===== src/hw/rtl/swmf_pkg.sv =====
`default_nettype none

package swmf_pkg;

   localparam int WINDOW_MAX_DEF   = 64;
   localparam int SAMPLE_WIDTH_DEF = 32;

   // window_size register
   localparam int               WS_WIDTH = 7;
   localparam logic [WS_WIDTH-1:0] WS_RESET = WS_WIDTH'(1);

   // broadcast to every queue cell
   typedef struct packed {
      logic load;     // item accepted this cycle
      logic shift;    // queue moves one cell toward the front
      logic restart;  // treat all cells as empty
   } swmf_ctl_type;

endpackage

`default_nettype wire


===== src/hw/rtl/swmf_cell.sv =====
`default_nettype none

// One slot of the candidate queue. Cells to the front hold larger or equal values.
module swmf_cell
   import swmf_pkg::*;
#(
   parameter int SAMPLE_WIDTH = SAMPLE_WIDTH_DEF
) (
   input  wire logic                           clock,
   input  wire logic                           reset,
   input  wire swmf_ctl_type                   ctl,
   input  wire logic signed [SAMPLE_WIDTH-1:0] sample,
   input  wire logic signed [SAMPLE_WIDTH-1:0] rt_val,
   input  wire logic                           rt_occ,
   input  wire logic                           lf_keep,
   output logic                                keep,
   output logic signed [SAMPLE_WIDTH-1:0]      nxt_val,
   output logic signed [SAMPLE_WIDTH-1:0]      val,
   output logic                                occ
);

   logic signed [SAMPLE_WIDTH-1:0] val_ff;
   logic                           occ_ff;
   logic signed [SAMPLE_WIDTH-1:0] src_val;
   logic                           src_occ;

   always_comb begin
      src_val = ctl.shift ? rt_val : val_ff;
      src_occ = (ctl.shift ? rt_occ : occ_ff) && !ctl.restart;
      keep    = src_occ && (src_val >= sample);
      nxt_val = keep ? src_val : sample;
   end

   // occupancy is a prefix: this slot is filled next iff the one in front stays
   always_ff @(posedge clock) begin
      if (reset) begin
         occ_ff <= 1'b0;
      end else if (ctl.load) begin
         occ_ff <= lf_keep;
      end
   end

   always_ff @(posedge clock) begin
      if (ctl.load) begin
         val_ff <= nxt_val;
      end
   end

   assign val = val_ff;
   assign occ = occ_ff;

endmodule

`default_nettype wire


===== config.mk =====
export PLATFORM = sky130hd
export DESIGN_NAME = swmf_cell
export DESIGN_NICKNAME = d
export VERILOG_FILES = /design/src/hw/rtl/swmf_pkg.sv /design/src/hw/rtl/swmf_cell.sv
export SDC_FILE = /design/constraint.sdc
export NUM_CORES = 1
export LEC_CHECK = 0
export ABC_CLOCK_PERIOD_IN_PS = 4200
export BUFFER_PORTS_ARGS = -buffer_cell sky130_fd_sc_hd__clkbuf_2
export CAP_MARGIN = 20
export CORE_MARGIN = 5
export CORE_UTILIZATION = 47
export DETAILED_ROUTE_END_ITERATION = 8
export HOLD_SLACK_MARGIN = 0.12
export PLACE_DENSITY_LB_ADDON = 0.05
export SLEW_MARGIN = 20
export SYNTH_ARGS = -nofsm -noshare
export SYNTH_HDL_FRONTEND = slang
export SYNTH_SLANG_ARGS = --single-unit

===== constraint.sdc =====
create_clock -name clock -period 4.2 [get_ports clock]
set_clock_uncertainty 0.15 [all_clocks]
set_input_delay 0.42 -clock clock [delete_from_list [all_inputs] [get_ports clock]]
set_output_delay 0.42 -clock clock [all_outputs]
set_load 0.01 [all_outputs]

==> impl_metrics.json <==
{
  "status": "finished clean",
  "synth_enable_flop_cells": 32,
  "die_y_um": 86.3,
  "crit_path_start_kind": "input port",
  "critPathTopFamily": "compound AO/OA/AOI/OAI gates",
  "cts_tree": "yes",
  "synth-compound-area-share_pct": 7.13,
  "via_count": 2164,
  "worst_slack_ns": 0.327,
  "io_pins": 137,
  "fin_area_mm2": 0.00359,
  "synth_cell_types": 27,
  "cts_resized": 0,
  "wl_um": 6320,
  "synth_mux_area_share_pct": 30.8,
  "slew_viol_final": 0,
  "drive_gt1_share_pct": 57.7,
  "rows": 27,
  "fmax_ghz": 0.258,
  "hold_depth": 2,
  "cts_made_buffers": 5,
  "end_kind": "output pin",
  "wl_per_cell_um": 14.4,
  "min-delay-start": "reset",
  "ys_top_cells_by_area": "edfxtp_1 (35%), mux2_4 (15%), ha_1 (15%)",
  "relSlewSlack_pct": 41.2,
  "critical_path.slowest_cell": "o41ai_4",
  "gp_congestion": 0.708,
  "drc": 0,
  "synth_fa_ha_area_share_pct": 14.6,
  "routed_via_density": 4.94,
  "cp_slowest_stage_delay_ns": 0.40,
  "cts.path.max_buffers": 2,
  "clock_latency_ns": 0.29,
  "drt-initial-drc-count": 64,
  "hold_violations": 0,
  "cts-root-buf": "clkbuf_8",
  "synth_nets": 329,
  "critPathBufInv": 4,
  "yosys-top-cells-count": "inv_1 (35), mux2_2 (34), edfxtp_1 (32), ha_1 (32), mux2_4 (28)",
  "power.leakage_uw": 0.00190,
  "synthXorXnorAreaFrac_pct": 0,
  "crit_type": "input port to output pin",
  "yosysWarnings": 0,
  "finalSetupViolCount": 0,
  "fin_crit_ns": 3.87,
  "post-route-period-util_pct": 92.2,
  "syn2layout_area_growth_pct": 31.0,
  "cts_sinks": 33,
  "ys.flop_type": "edfxtp_1",
  "reg2reg_slack_ns": 1.08,
  "hold_end": "occ$_SDFFE_PP0P_",
  "antenna_left": 0,
  "yosysTopAreaCellShare_pct": 35.1,
  "async_reset_ff_share_pct": 0,
  "rr_worst_depth": 10,
  "grt_pass1_wl_um": 10500,
  "grt_max_degree": 34,
  "ys_ff_latch": 33,
  "diodes": 0,
  "syn_area_per_cell_um2": 12.1,
  "io_buffers": 136,
  "ir_drop_uv": 146,
  "dr.pass1.iters": 4,
  "tightest_slew_ns": 0.881,
  "crit_required_ns": 3.63,
  "placed_area_mm2": 0.00351,
  "synthMostInstantiatedCell": "inv_1",
  "core_mm2": 0.00557,
  "cts_hold_buffers": 0,
  "post-place-cells": 430,
  "ys_seq_area_share_pct": 35.8,
  "reg2reg_to": "val[1]$_DFFE_PP_",
  "yosys.area.top_type": "edfxtp_1",
  "die_w_um": 86.3,
  "cts_setup_buffers": 0,
  "r2r-start": "val[1]$_DFFE_PP_",
  "synth_top_family_by_area": "multiplexers",
  "cp_cell_sequence": "clkbuf_2 > buf_12 > mux2_2 > ha_1 > a41oi_2 > o21ai_1 > a211oi_2 > o211ai_2 > o41ai_4 > buf_4 > mux2_2 > clkbuf_2",
  "die-area_mm2": 0.00745,
  "power_density_mw_per_mm2": 270,
  "cap_violations": 0,
  "final_nets": 468,
  "path_clk_slew_ns": 0.06,
  "rsz0062_at_grt": "false",
  "grt.total_usage_pct": 17.6,
  "antenna_found_initial": 0,
  "fin_setup_tns_ns": 0,
  "crit_fanout": 33,
  "syn_area_mm2": 0.00274,
  "min_path_type": "input port to flip-flop",
  "floorplan.initialDensity_pct": 49.1,
  "yosys.area_share.simple_pct": 4.98,
  "post-place-ws_ns": 0.307,
  "htreeDepth": 2,
  "grt_pass1_vias": 2305,
  "synthCells": 226,
  "stdcell_count": 438,
  "grt-ovfl-total": 0,
  "dp_hpwl_um": 5230,
  "arrival_ns": 3.30
}
## cells in the final DEF, fill, tap and decap left out
cell / netlist / layout
a211oi_1: 3 / 3
a211oi_2: 2 / 2
a21oi_1: 12 / 12
a41oi_2: 1 / 1
and3_1: 1 / 1
buf_12: 0 / 2
buf_4: 0 / 1
clkbuf_1: 4 / 3
clkbuf_2: 0 / 136
clkbuf_8: 0 / 5
dfxtp_1: 1 / 1
edfxtp_1: 32 / 32
ha_1: 32 / 32
inv_1: 35 / 35
mux2_2: 34 / 34
mux2_4: 28 / 28
mux2i_1: 4 / 4
nand2_1: 8 / 8
nand3_1: 3 / 3
nand4_1: 7 / 7
nor2_1: 5 / 5
nor2b_1: 1 / 1
nor3_1: 2 / 2
nor4_1: 1 / 1
o211ai_1: 1 / 1
o211ai_2: 1 / 1
o21ai_0: 2 / 2
o21ai_1: 1 / 1
o2bb2ai_1: 1 / 1
o41ai_4: 1 / 1
## layer usage
metal	share of wire (%)	track usage [%]
met2	51	32.5
met4	1.2	5.10
met5	0	0
met3	7.3	3.42
met1	41	20.4
## layout make-up
type	count	area, um^2
Sequential cell	33	981
Multi-Input combinational cell	151	1580
Inverter	35	131
Fill cell	466	1990
Tap cell	72	90.1
Timing Repair Buffer	139	728
Clock buffer	8	80.1
## sequential cells by signal, indices dropped and copies added, names as in the netlist
name  count
occ       1
val      32
## worst max path at each step
stage | start | end | cells after the start
3_5_place_dp | ctl[1] | nxt_val[2] | 12
2_1_floorplan | ctl[1] | nxt_val[10] | 11
4_1_cts | ctl[1] | nxt_val[1] | 12
6_report | ctl[1] | nxt_val[1] | 12
5_1_grt | ctl[1] | nxt_val[1] | 13
3_3_place_gp | ctl[1] | nxt_val[2] | 12
## power breakdown
part / switching [uW] / internal (uW)
combinational: 165 / 169
clock: 113 / 118
sequential: 10.9 / 392
total: 288 / 679
## through the flow
stage	hold slack (ns)	power [uW]	utilization, %
global route	0.139	1040	64.3
detailed placement	0.374	748	62.9
finish	0.136	967	64.3
floorplan	0.342	621	-
global placement	0.361	743	62.9
CTS	0.129	984	64.3
## cells by family (layout without fill, tap and decap cells)
logic type / count (synthesis) / after routing
AOI/OAI and AO/OA: 25 / 25
adders and majority gates: 32 / 32
buffers and inverters: 42 / 182
DFF: 33 / 33
muxes: 66 / 66
and+or+nand+nor: 28 / 28
Note: power is estimated with default switching activity, not from simulation.
