==> config.mk <==
export PLATFORM = sky130hd
export DESIGN_NAME = swmf_history
export DESIGN_NICKNAME = d
export VERILOG_FILES = /design/src/hw/rtl/swmf_pkg.sv /design/src/hw/rtl/swmf_history.sv
export SDC_FILE = /design/constraint.sdc
export NUM_CORES = 2
export LEC_CHECK = 0
export BUFFER_PORTS_ARGS = -buffer_cell sky130_fd_sc_hd__buf_4
export CORE_ASPECT_RATIO = 1.4
export CORE_UTILIZATION = 60
export CTS_BUF_LIST = sky130_fd_sc_hd__clkbuf_16
export DETAILED_ROUTE_END_ITERATION = 12
export GPL_ROUTABILITY_DRIVEN = 0
export PLACE_DENSITY_LB_ADDON = 0.15
export SETUP_SLACK_MARGIN = 0.3
export SLEW_MARGIN = 20
export SYNTH_ARGS = -nofsm -noshare
export SYNTH_HDL_FRONTEND = slang
export SYNTH_SLANG_ARGS = --single-unit
==> constraint.sdc <==
create_clock -name clock -period 8.5 [get_ports clock]
set_input_delay 0 -clock clock [delete_from_list [all_inputs] [get_ports clock]]
set_output_delay 0 -clock clock [all_outputs]
set_load 0.1 [all_outputs]
==> src/hw/rtl/swmf_pkg.sv <==
`default_nettype none

package swmf_pkg;

   localparam int WINDOW_MAX_DEF   = 64;
   localparam int SAMPLE_WIDTH_DEF = 32;

   // window_size register
   localparam int               WS_WIDTH = 7;
   localparam logic [WS_WIDTH-1:0] WS_RESET = WS_WIDTH'(1);

   // broadcast to every queue cell
   typedef struct packed {
      logic load;     // item accepted this cycle
      logic shift;    // queue moves one cell toward the front
      logic restart;  // treat all cells as empty
   } swmf_ctl_type;

endpackage

`default_nettype wire

==> src/hw/rtl/swmf_history.sv <==
`default_nettype none

// Sample ring with registered read and same-cycle write forwarding.
module swmf_history
   import swmf_pkg::*;
#(
   parameter int WINDOW_MAX   = WINDOW_MAX_DEF,
   parameter int SAMPLE_WIDTH = SAMPLE_WIDTH_DEF,
   localparam int PW          = (WINDOW_MAX > 1) ? $clog2(WINDOW_MAX) : 1
) (
   input  wire logic                           clock,
   input  wire logic                           reset,
   input  wire logic                           wr_en,
   input  wire logic [PW-1:0]                  wr_addr,
   input  wire logic signed [SAMPLE_WIDTH-1:0] wr_data,
   input  wire logic [PW-1:0]                  rd_addr,
   output logic signed [SAMPLE_WIDTH-1:0]      rd_data
);

   logic signed [SAMPLE_WIDTH-1:0] mem [WINDOW_MAX];
   logic signed [SAMPLE_WIDTH-1:0] rd_q_ff;
   logic signed [SAMPLE_WIDTH-1:0] byp_data_ff;
   logic                           byp_ff;

   always_ff @(posedge clock) begin
      if (wr_en) begin
         mem[wr_addr] <= wr_data;
      end
      rd_q_ff     <= mem[rd_addr];
      byp_data_ff <= wr_data;
   end

   always_ff @(posedge clock) begin
      if (reset) begin
         byp_ff <= 1'b0;
      end else begin
         byp_ff <= wr_en && (wr_addr == rd_addr);
      end
   end

   assign rd_data = byp_ff ? byp_data_ff : rd_q_ff;

endmodule

`default_nettype wire

==> impl_metrics.yaml <==
outcome:
  status: "completed"
placed_design:
  io_buffers: 78
  dp_hpwl_um: 105000
  dp_cells: 5168
  dpl_cell_area_um2: 82590
clock_tree:
  clk_pin_slew_ns: 0.06
  clockBufferDepth: 3
  ctsRootBufferMaster: "clkbuf_16"
  post_cts_buffers: 0
  cts_made_buffers: 182
  cts_sinks: 2113
  tritoncts: "yes"
  htreeDepth: 4
  clkLatencyLatePin_ns: 0.81
sta:
  drv_slew: 0
  clock.fmax_mhz: 309.8
  worst_pin_slew_ns: 1.093
  hold_violations: 0
  skew_ns: 0.02715
  fin_setup_tns_ns: 0
  fin_crit_ns: 3.227
  slew_headroom_pct: 27.14
  finalSetupViolCount: 0
  rsz0062_at_grt: "no"
  period_share_pct: 37.97
power_and_ir_drop:
  powerDensity_nw_per_um2: 235.6
  p_sw_share_pct: 21.45
  sequentialPowerShare_pct: 55.2
  p_comb_share_pct: 5.7
  cellLeakagePower_nw: 27.66
  irDropWorstVdd_v: 0.0002158
  p_switching_mw: 4.493
  clkPwrFrac_pct: 39.1
  p_int_mw: 16.45
synthesis:
  synthArstFlopShare_pct: 0
  syn_nets: 3474
  synth_flop_cell: "edfxtp_1"
  synth_cell_types: 48
  synth_edf_count: 2048
  yosys-top-cells-area: "edfxtp_1 (77%), mux4_2 (15%), dfxtp_1 (1.6%)"
  yosysTopAreaCell: "edfxtp_1"
  ys_seq_area_share_pct: 78.98
  netlist_instances: 3427
  synth_area_um2: 79510
  synthesis.area_per_instance_um2: 23.20
  yosys_warnings: 0
  synth_top_cell_area_share_pct: 77.35
  ys_ff_latch: 2113
setup_path:
  cp.required_ns: 9.25
  setup.worst_path.start_class: "input pin"
  crit_path_end_kind: "flop"
  worst-setup-path-type: "input pin to flop"
  path_common_cell: "buf_4"
  critPathBufInv: 5
  cp_max_fo: 46
  crit_family: "buffers and inverters"
  crit_slowest_cell: "nor4_1"
  worstPathCellList: "dlygate4sd3_1, buf_4, buf_4, nor2_1, buf_4, nand2_1, buf_4, o22ai_1, nor4_1, o22a_1"
  max_stage_delay_ns: 0.89
  reg2reg_slack_ns: 6.09
  crit_arrival_ns: 3.98
layout:
  final_cells: 5551
  area_growth_pct: 11.82
  drive_gt1_share_pct: 28.75
  fin_area_um2: 88910
  fillers: 8167
  fin_nets: 3694
  n_antenna_cell: 0
  final_core_util_pct: 67.75
drt:
  route.detailed.drc: 0
  dr.pass1.iters: 5
  routedWlPerCell_um: 34.92
  first_iter_violations: 4529
  drt-total-wl_um: 193800
  num_vias: 37980
  postRouteAntennaNets: 0
  viasPerCell: 6.842
die:
  die-area_um2: 134000
  pin_count: 79
  initial_utilization_pct: 60.59
  die_h_um: 432.7
  core_area_um2: 131200
  die_w_um: 309.7
  placement_rows: 157
global_routing:
  grt_max_degree: 126
  antenna_found_initial: 6
  grt_pass1_wl_um: 277500
  grt_util_all_layers_pct: 29.84
  grt-ovfl-total: 0
  grt_pass1_vias: 38900
min_path:
  hp-class: "input pin to flop"
flow_run:
  maxCapViolCount: 0
layout by cell type (no fill, tap or decap), types with 44 or more instances in the layout:
| cell type | n |
|---|---|
| clkbuf_16 | 187 |
| buf_4 | 174 |
| nor2_4 | 62 |
| mux2_2 | 49 |
| dfxtp_1 | 64 |
| o22ai_1 | 112 |
| a22oi_1 | 52 |
| clkinv_2 | 44 |
| edfxtp_1 | 2048 |
| dlygate4sd3_1 | 44 |
| mux4_2 | 513 |
stage by stage:
step           hold slack (ns)  total power, mW  setup slack [ns]
6_report               0.05610            20.95             5.273
5_1_grt                0.07313            21.46             5.222
4_1_cts                0.01272            21.03             5.402
3_5_place_dp            0.3168            12.96             4.815
3_3_place_gp            0.3128            12.92             4.808
2_1_floorplan          0.02772            12.50             5.202
metal layers:
layer	up-vias	part of all wire [%]	GRT usage, %	wire length, µm
met5	-	0.019	0	37
met4	6	3.0	9.398	5782
met1	20280	37	41.15	71020
met3	372	9.8	5.766	18900
met2	2214	51	48.76	98080
li1	15110	-	-	-
synth_stat cells, types with 2 or more instances:
cell type and number:
edfxtp_1 2048, mux4_2 513, o22ai_1 112, nor2_1 85, clkbuf_1 81, dfxtp_1 65, a22oi_1 52, mux2_2 49
buf_4 39, buf_2 33, nand3_1 30, nand2_1 29, nor2b_1 27, o21ai_0 24, mux2i_1 19, nor4_1 19
a21oi_1 17, buf_1 16, buf_6 16, a211oi_1 15, a31oi_1 14, and3_1 13, nor3_1 13, o22a_1 11
nand2b_1 10, o221ai_1 9, o21a_1 7, mux4_1 6, o21ai_1 6, a22o_1 5, a311oi_1 4, buf_12 4
nand3b_1 4, nand4_1 4, or3_1 4, xnor2_1 4, and2_1 3, or2_2 3, or3b_2 3, a211o_1 2
xor2_1 2
what timing repair did:
action                                 in CTS  in global routing
endpoints found under the hold margin    2206                  0
gates resized for setup                     0                  0
hold buffers                               44                  0
final timing paths:
kind                            depth (start not counted)           to         from
worst min register to register                          4  rd_q_ff[13]  mem[55][13]
worst max register to register                          5  rd_q_ff[19]  mem[46][19]
worst min-delay path                                    3  mem[55][15]   wr_addr[5]
worst max-delay path                                   10   rd_q_ff[1]   rd_addr[3]
worst min-delay path, delay by kind of cell:
family / cells / cell delay, ns
AND/OR/NAND/NOR: 2 / 0.49
buffers and inverters: 1 / 0.16
state kept, by name, indices dropped and copies added (netlist names):
register	flops
mem	2048
rd_q_ff	32
byp_data_ff	32
byp_ff	1
final cells by class:
type | count | area, µm² | share of cell area, %
sequential | 2113 | 62800 | 70.64
multi-input combinational | 1123 | 16150 | 18.16
clock buffer | 187 | 4679 | 5.263
tap | 1749 | 2188 | 2.461
timing repair buffer | 226 | 1892 | 2.128
clock inverter | 152 | 1191 | 1.340
inverter | 1 | 3.754 | 0.004222
power by group through the flow:
| stage | Combinational [mW] | Clock (mW) | Sequential (mW) |
|---|---|---|---|
| floorplan | 0.741 | 0 | 11.8 |
| global placement | 1.15 | 0 | 11.8 |
| detailed placement | 1.17 | 0 | 11.8 |
| CTS | 1.20 | 8.27 | 11.6 |
| global route | 1.25 | 8.66 | 11.6 |
| finish | 1.20 | 8.19 | 11.6 |
kinds of logic after synthesis:
| kind of cell | count (synthesis) | synth area share [%] |
|---|---|---|
| multiplexers | 587 | 15.66 |
| AO/OA/AOI/OAI | 281 | 2.360 |
| buffers and inverters | 191 | 1.375 |
| XOR/XNOR | 6 | 0.06609 |
| flip-flops | 2113 | 78.98 |
| AND/OR/NAND/NOR | 249 | 1.552 |
(Power assumes the default switching activity.)
